$ cat config.mk
export PLATFORM = sky130hd
export DESIGN_NAME = counting_semaphore_wait_queue_unit
export DESIGN_NICKNAME = d
export VERILOG_FILES = /design/src/rtl/core/csq_pkg.sv /design/src/rtl/core/csq_cmp_sub.sv /design/src/rtl/core/csq_queue_mem.sv /design/src/rtl/core/counting_semaphore_wait_queue_unit.sv
export SDC_FILE = /design/constraint.sdc
export NUM_CORES = 1
export LEC_CHECK = 0
export ABC_AREA = 1
export ABC_CLOCK_PERIOD_IN_PS = 5300
export BUFFER_PORTS_ARGS = -buffer_cell sky130_fd_sc_hd__buf_4
export CORE_ASPECT_RATIO = 1.75
export CORE_MARGIN = 8
export CORE_UTILIZATION = 56
export CTS_CLUSTER_DIAMETER = 60
export DETAILED_ROUTE_END_ITERATION = 6
export PLACE_DENSITY = 0.77
export SETUP_SLACK_MARGIN = 0.4
export SLEW_MARGIN = 20
export SYNTH_ARGS = -nofsm -noshare
export SYNTH_HDL_FRONTEND = slang
export SYNTH_SLANG_ARGS = --single-unit
$ cat constraint.sdc
create_clock -name clk -period 5.3 [get_ports clk]
set_input_delay 1.325 -clock clk [delete_from_list [all_inputs] [get_ports clk]]
set_output_delay 1.325 -clock clk [all_outputs]
set_load 0.02 [all_outputs]
$ cat src/rtl/core/csq_pkg.sv
// Shared types and codes for the counting semaphore wait queue unit.
`default_nettype none

package csq_pkg;

  localparam int CountW = 16;
  localparam int TaskW  = 8;

  // opcodes
  localparam logic OP_TAKE = 1'b0;
  localparam logic OP_GIVE = 1'b1;

  // result status codes
  localparam logic [2:0] ST_GRANTED = 3'd0;
  localparam logic [2:0] ST_REFUSED = 3'd1;
  localparam logic [2:0] ST_QUEUED  = 3'd2;
  localparam logic [2:0] ST_FULL    = 3'd3;
  localparam logic [2:0] ST_WOKEN   = 3'd4;
  localparam logic [2:0] ST_DONE    = 3'd5;

  // configuration register indexes
  localparam int CfgIdxW = 1;
  localparam logic [CfgIdxW-1:0] CFG_LIMIT   = 1'b0;
  localparam logic [CfgIdxW-1:0] CFG_INITIAL = 1'b1;

  typedef struct packed {
    logic              opcode;
    logic [CountW-1:0] amount;
    logic [TaskW-1:0]  task_id;
    logic              may_wait;
  } in_beat_t;

  typedef struct packed {
    logic [2:0]        status;
    logic [TaskW-1:0]  who;
    logic [CountW-1:0] units;
    logic              last;
  } out_beat_t;

  // one wait queue entry
  typedef struct packed {
    logic [TaskW-1:0]  task_id;
    logic [CountW-1:0] need;
  } entry_t;

  // compare and subtract result
  typedef struct packed {
    logic              ge;
    logic [CountW-1:0] diff;
  } cmp_t;

endpackage

`default_nettype wire

$ cat src/rtl/core/csq_cmp_sub.sv
// Shared compare and subtract unit: checks a >= b and forms a - b.
`default_nettype none

module csq_cmp_sub (
  input  wire logic [csq_pkg::CountW-1:0] a,
  input  wire logic [csq_pkg::CountW-1:0] b,
  output csq_pkg::cmp_t                   res
);

  // borrow out of the subtract decides the compare
  logic [csq_pkg::CountW:0] diff_ext;

  assign diff_ext = {1'b0, a} - {1'b0, b};
  assign res.ge   = ~diff_ext[csq_pkg::CountW];
  assign res.diff = diff_ext[csq_pkg::CountW-1:0];

endmodule

`default_nettype wire

$ cat src/rtl/core/csq_queue_mem.sv
// Wait queue storage: one write port, one registered read port.
`default_nettype none

module csq_queue_mem #(
  parameter int DEPTH = 16,
  parameter int AW    = 4
) (
  input  wire logic            clk,
  input  wire logic            wr_en,
  input  wire logic [AW-1:0]   wr_addr,
  input  wire csq_pkg::entry_t wr_entry,
  input  wire logic [AW-1:0]   rd_addr,
  output csq_pkg::entry_t      rd_entry
);

  csq_pkg::entry_t mem [DEPTH];
  csq_pkg::entry_t rd_entry_r;

  // write entry
  always_ff @(posedge clk) begin
    if (wr_en) begin
      mem[wr_addr] <= wr_entry;
    end
  end

  // register read data
  always_ff @(posedge clk) begin
    rd_entry_r <= mem[rd_addr];
  end

  assign rd_entry = rd_entry_r;

endmodule

`default_nettype wire

$ cat src/rtl/core/counting_semaphore_wait_queue_unit.sv
// Top level of the counting semaphore with a bounded wait queue.
//
// A take (opcode 0) is decided in the cycle it is accepted; its single result
// appears on out_data with out_valid in the next cycle and busy stays low, so
// takes may be issued every cycle. A give (opcode 1) raises busy, which stays
// high through the scan of its N queued waiters and the done step: the queue
// memory is read one entry per cycle and each entry passes once through the
// shared compare and subtract unit, which wakes it or packs it down. Woken
// results leave at most one per cycle, then the give done result with last
// set. Results are strobed by out_valid for exactly one cycle and cannot be
// stalled. Configuration writes on cfg_we take effect at once; write them
// only while busy is low and no result is pending.
`default_nettype none

module counting_semaphore_wait_queue_unit #(
  parameter int QUEUE_DEPTH = 16
) (
  input  wire logic                          clk,
  input  wire logic                          rst_n,
  input  wire logic                          start,
  output logic                               busy,
  input  wire csq_pkg::in_beat_t             in_data,
  output logic                               out_valid,
  output csq_pkg::out_beat_t                 out_data,
  input  wire logic                          cfg_we,
  input  wire logic [csq_pkg::CfgIdxW-1:0]   cfg_index,
  input  wire logic [csq_pkg::CountW-1:0]    cfg_data
);

  localparam int AW = (QUEUE_DEPTH > 1) ? $clog2(QUEUE_DEPTH) : 1;
  localparam int CW = $clog2(QUEUE_DEPTH + 1);
  localparam int W  = csq_pkg::CountW;

  typedef enum logic [1:0] {
    S_IDLE,
    S_SCAN,
    S_DONE
  } state_t;

  state_t              state_r, state_nxt;
  logic [W-1:0]        count_r, count_nxt;
  logic [W-1:0]        limit_r, limit_nxt;
  logic [W-1:0]        added_r, added_nxt;
  logic [CW-1:0]       total_r, total_nxt;
  logic [CW-1:0]       keep_r, keep_nxt;
  logic [CW-1:0]       idx_r, idx_nxt;
  logic                out_valid_r, out_valid_nxt;
  csq_pkg::out_beat_t  out_data_r, out_data_nxt;

  logic                accept;
  logic [W-1:0]        alu_b;
  csq_pkg::cmp_t       alu_res;
  logic                wr_en;
  logic [AW-1:0]       wr_addr;
  csq_pkg::entry_t     wr_entry;
  logic [AW-1:0]       rd_addr;
  csq_pkg::entry_t     rd_entry;
  logic [CW-1:0]       idx_inc;
  logic [CW-1:0]       keep_inc;
  logic                q_full;
  logic                wake;
  logic [W:0]          give_sum;
  logic                give_over;
  logic [W-1:0]        give_added;
  logic [W-1:0]        give_count;

  assign accept   = start && (state_r == S_IDLE);
  assign idx_inc  = idx_r + CW'(1);
  assign keep_inc = keep_r + CW'(1);
  assign q_full   = (total_r == CW'(QUEUE_DEPTH));

  // shared compare and subtract: request on intake, waiter need during scan
  assign alu_b = (state_r == S_SCAN) ? rd_entry.need : in_data.amount;

  csq_cmp_sub u_cmp_sub (
    .a   (count_r),
    .b   (alu_b),
    .res (alu_res)
  );

  csq_queue_mem #(
    .DEPTH (QUEUE_DEPTH),
    .AW    (AW)
  ) u_queue_mem (
    .clk      (clk),
    .wr_en    (wr_en),
    .wr_addr  (wr_addr),
    .wr_entry (wr_entry),
    .rd_addr  (rd_addr),
    .rd_entry (rd_entry)
  );

  // give: add and clip at the limit
  assign give_sum   = {1'b0, count_r} + {1'b0, in_data.amount};
  assign give_over  = give_sum > {1'b0, limit_r};
  assign give_count = give_over ? limit_r : give_sum[W-1:0];
  assign give_added = !give_over         ? in_data.amount :
                      (limit_r > count_r) ? (limit_r - count_r) : '0;

  // wake a waiter whose need fits a nonzero count
  assign wake = (count_r != '0) && alu_res.ge;

  // read ahead: entry 0 on give intake, next entry while scanning
  assign rd_addr = (state_r == S_SCAN) ? idx_inc[AW-1:0] : '0;

  // sequencer and queue writes
  always_comb begin
    state_nxt     = state_r;
    count_nxt     = count_r;
    limit_nxt     = limit_r;
    added_nxt     = added_r;
    total_nxt     = total_r;
    keep_nxt      = keep_r;
    idx_nxt       = idx_r;
    out_valid_nxt = 1'b0;
    out_data_nxt  = out_data_r;
    wr_en         = 1'b0;
    wr_addr       = keep_r[AW-1:0];
    wr_entry      = rd_entry;

    unique case (state_r)
      S_IDLE: begin
        if (accept) begin
          if (in_data.opcode == csq_pkg::OP_TAKE) begin
            out_valid_nxt        = 1'b1;
            out_data_nxt.who     = in_data.task_id;
            out_data_nxt.last    = 1'b1;
            out_data_nxt.units   = '0;
            if (alu_res.ge) begin
              count_nxt           = alu_res.diff;
              out_data_nxt.status = csq_pkg::ST_GRANTED;
              out_data_nxt.units  = in_data.amount;
            end else if (!in_data.may_wait) begin
              out_data_nxt.status = csq_pkg::ST_REFUSED;
            end else if (q_full) begin
              out_data_nxt.status = csq_pkg::ST_FULL;
            end else begin
              wr_en               = 1'b1;
              wr_addr             = total_r[AW-1:0];
              wr_entry.task_id    = in_data.task_id;
              wr_entry.need       = in_data.amount;
              total_nxt           = total_r + CW'(1);
              out_data_nxt.status = csq_pkg::ST_QUEUED;
            end
          end else begin
            count_nxt = give_count;
            added_nxt = give_added;
            idx_nxt   = '0;
            keep_nxt  = '0;
            state_nxt = (total_r == '0) ? S_DONE : S_SCAN;
          end
        end
      end
      S_SCAN: begin
        if (wake) begin
          count_nxt           = alu_res.diff;
          out_valid_nxt       = 1'b1;
          out_data_nxt.status = csq_pkg::ST_WOKEN;
          out_data_nxt.who    = rd_entry.task_id;
          out_data_nxt.units  = rd_entry.need;
          out_data_nxt.last   = 1'b0;
        end else begin
          wr_en    = 1'b1;
          keep_nxt = keep_inc;
        end
        idx_nxt = idx_inc;
        if (idx_inc == total_r) begin
          total_nxt = wake ? keep_r : keep_inc;
          state_nxt = S_DONE;
        end
      end
      S_DONE: begin
        out_valid_nxt       = 1'b1;
        out_data_nxt.status = csq_pkg::ST_DONE;
        out_data_nxt.who    = '0;
        out_data_nxt.units  = added_r;
        out_data_nxt.last   = 1'b1;
        state_nxt           = S_IDLE;
      end
      default: begin
        state_nxt = S_IDLE;
      end
    endcase

    // configuration writes
    if (cfg_we) begin
      unique case (cfg_index)
        csq_pkg::CFG_LIMIT:   limit_nxt = cfg_data;
        csq_pkg::CFG_INITIAL: count_nxt = cfg_data;
        default: ;
      endcase
    end
  end

  // hold state and registered outputs
  always_ff @(posedge clk) begin
    if (!rst_n) begin
      state_r     <= S_IDLE;
      count_r     <= '0;
      limit_r     <= '1;
      total_r     <= '0;
      out_valid_r <= 1'b0;
    end else begin
      state_r     <= state_nxt;
      count_r     <= count_nxt;
      limit_r     <= limit_nxt;
      total_r     <= total_nxt;
      out_valid_r <= out_valid_nxt;
    end
    added_r    <= added_nxt;
    keep_r     <= keep_nxt;
    idx_r      <= idx_nxt;
    out_data_r <= out_data_nxt;
  end

  assign busy      = (state_r != S_IDLE);
  assign out_valid = out_valid_r;
  assign out_data  = out_data_r;

endmodule

`default_nettype wire
==> out/results.ini <==
[synth]
ys_seq_area_share_pct=60.70
synth_fa_ha_area_share_pct=4.094
synth-xor-area-share_pct=1.547
synth-edff-count=438
yosys.area.top_type_share_pct=55.31
ys_seq_elements=502
async_reset_ff_share_pct=0
synthCells=2239
synth_ff_type=edfxtp_1
synth_cell_types=62
synth-simple-area-share_pct=14.12
syn_nets=2362
yosys-top-cells-area=edfxtp_1, nand2_1, dfxtp_1
synth_warnings=0
synth_compound_area_share_pct=14.63
synth_top_cell_by_area=edfxtp_1
synth_top_family_by_area=compound AO/OA/AOI/OAI gates
muxShareOfSynthArea_pct=0
avgSynthCellArea_um2=10.62
netlist_area_um2=23780

[grt]
grt_max_degree=94
grtUsageMet2_pct=54.32
grt_use_met3_pct=3.968
use_met1_pct=31.49
antenna_found_initial=0
grt_usage_pct=30.27
grt_pass1_vias=18650
overflow=0
grt_pass1_wl_um=111700
busiest_layer=met2

[clocking]
cts_made_buffers=46
cts_root_buf=clkbuf_16
cts.path.max_buffers=3
clock_latency_ps=580
cts.sinks=502
clk_pin_slew_ps=70
post_cts_resized=0
cts-hold-fix-buffers=0
htree_levels=2
cts_setup_buffers=0
cts_tree=built

[setup_path]
critPathSlowestCell=nor4_1
critPathCaptureType=flop
cp_top_family=simple AND/OR/NAND/NOR gates
crit_path_frequent_cell=nand2_2
arrival_ps=5190
r2r_cells=14
cp.buffers_inverters=3
worst_r2r_endpoint=u_queue_mem.mem[0][23]
crit_type=in2reg
required_ps=5770
worst_setup_path_start_kind=primary input
crit_chain=buf_4 > ha_1 > inv_1 > fa_1 > nand3b_1 > nand2_1 > nand2_1 > nand2_2 > nand2_1 > nand2_2 > nand2_2 > nand2_2 > a21oi_1 > xor2_1 > ha_1 > nand4_1 > nor4_1 > nand2_2 > nand2_4 > o21ai_0 > o21ai_0 > nand3_1 > nand2_1 > inv_1
cp_max_fo=16
r2r_setup_slack_ps=740
r2r_start=state_r[1]
critPathMaxStageDelay_ps=540

[cells_and_area]
mostFrequentLayoutCell=edfxtp_1
n_fill_cell=3354
insertedDiodeCount=0
syn2layout_area_growth_pct=13.83
final_cell_mix=edfxtp_1, nand2_1, nor2_1
drive_above_1_share_pct=13.83
final_cell_area_um2=27070
fin_nets=2458

[detailed_routing]
first_pass_iters=7
antenna_left=0
wirelength_um=74770
wl_per_cell_um=25.50
vias_per_cell=6.282
via_count=18420
drc_errors=0
drt_iter0_drc=1728

[pwr]
p_leak_uw=0.01021
power_frac_clock_pct=25.3
worst_ir_drop_vdd_uv=344.5
swShare_pct=37.65
combPwrFrac_pct=36.2
p_switching_uw=5318
powerDensity_nw_per_um2=521.8
p_seq_share_pct=38.5
p_int_uw=8806

[sta]
setup_violations=0
finClkSkew_ps=20.93
timing.final.crit_share_pct=89.08
hold_violations=0
fin_crit_ps=4721
setup-tns-final_ps=0
rsz0062_at_grt=false
worstMarginPinSlew_ps=1047
fmax_ghz=0.2118
slew_headroom_pct=29.71
finalMaxSlewViolations=0

[worst_hold_path]
hold_path.class=reg2reg
whs_endpoint=state_r[0]
holdPathStages=2
min_from=state_r[0]

[die]
io_pins=77
row_count=100
die_y_um=288.6
core_um2=42290
die_width_um=171.8
start_util_pct=56.22
fp.dieArea_um2=49570

[job]
max-cap-violations=0

[placement]
place_congestion=1.051
placed_area_um2=25420
numPortBuffers=76
dp_hpwl_um=51300

[run_status]
status=complete, no violations

[flip-flops by register name, indices dropped and copies added, names as in the netlist, 5 cells and up]
register and flops:
total_r 5, u_queue_mem.rd_entry 24, count_r 16, keep_r 5, u_queue_mem.mem 384, out_data 28, limit_r 16, added_r 16
idx_r 5
[cell usage after synthesis (6+ instances only)]
library cell  count
edfxtp_1        438
nand2_1         347
nor2_1          225
inv_1           162
o21ai_0         152
nand3_1         146
a21oi_1         113
clkbuf_1         91
ha_1             73
o221ai_1         70
dfxtp_1          64
o211ai_1         58
xor2_1           31
o22ai_1          21
buf_2            17
nand4_1          17
o21a_1           17
nand2_2          14
inv_2            12
o21ai_1          12
o32ai_1          12
xnor2_1          11
a311o_1           9
nor3_1            9
a211oi_1          8
nor4_1            8
buf_1             7
nor2_2            7
o21bai_1          7
a22oi_1           6
[power groups by stage]
| stage | combinational (µW) | clock (µW) | sequential [µW] |
|---|---|---|---|
| detailed placement | 5040 | 0 | 5510 |
| floorplan | 3000 | 0 | 5590 |
| global route | 5520 | 3740 | 5470 |
| CTS | 5060 | 3610 | 5430 |
| global placement | 4950 | 0 | 5500 |
| finish | 5110 | 3570 | 5440 |
[metrics by stage]
| step | worst slack [ps] | util [%] | instances | hold WS (ps) | power (µW) |
|---|---|---|---|---|---|
| global route | 402.9 | 64.00 | 2932 | 567.3 | 14730 |
| finish | 578.7 | 64.00 | 2932 | 548.0 | 14120 |
| CTS | 604.9 | 64.00 | 2932 | 547.4 | 14100 |
| global placement | 73.77 | 60.12 | 2848 | 519.2 | 10450 |
| detailed placement | 20.00 | 60.12 | 2848 | 538.6 | 10550 |
| floorplan | 442.6 | - | 2239 | 491.5 | 8587 |
[cell type report]
class / instances / area, µm² / area share, %
inverters: 177 / 669.4 / 2.473
clock inverters: 34 / 437.9 / 1.618
clock buffers: 50 / 1206 / 4.456
flip-flops and latches: 502 / 14430 / 53.33
multi-input cells: 1440 / 8257 / 30.50
well taps: 561 / 701.9 / 2.593
repair buffers: 168 / 1361 / 5.029
[worst reg2reg max path, stage by stage, from the launching register on]
cell and delay (ps):
dfxtp_1 340, inv_1 140, ha_2 220, buf_12 260, nand2_1 250, o21a_1 150, ha_1 340, a21oi_1 310
o21ai_1 110, a21oi_1 210, nand2_2 130, nor3_4 160, nand3_2 330, buf_4 390, o21ai_1 870
[layer usage]
metal / part of all wire, % / vias to the layer above
li1: - / 8297
met1: 32 / 8862
met2: 52 / 976
met3: 7.0 / 283
met4: 8.2 / 0
met5: 0 / -
[worst max-delay path by stage]
stage | startpoint | end | slack, ps | cells past startpoint
after global routing | in_data[9] | count_r[5] | 400 | 33
after floorplan | in_data[9] | u_queue_mem.mem[13][0] | 440 | 19
after global placement | in_data[13] | count_r[15] | 70 | 23
after detailed placement | in_data[9] | count_r[1] | 20 | 24
after CTS | in_data[9] | count_r[1] | 600 | 24
final | in_data[9] | count_r[1] | 580 | 24
[logic make-up (layout without fill, tap and decap cells)]
family | after synthesis | count (layout)
xor gates and xnor gates | 42 | 42
and+or+nand+nor | 788 | 788
adders and majority gates | 76 | 76
AOI/OAI and AO/OA | 534 | 534
buffers and inverters | 297 | 429
DFF | 502 | 502
Note: power is estimated with default switching activity, not from simulation.
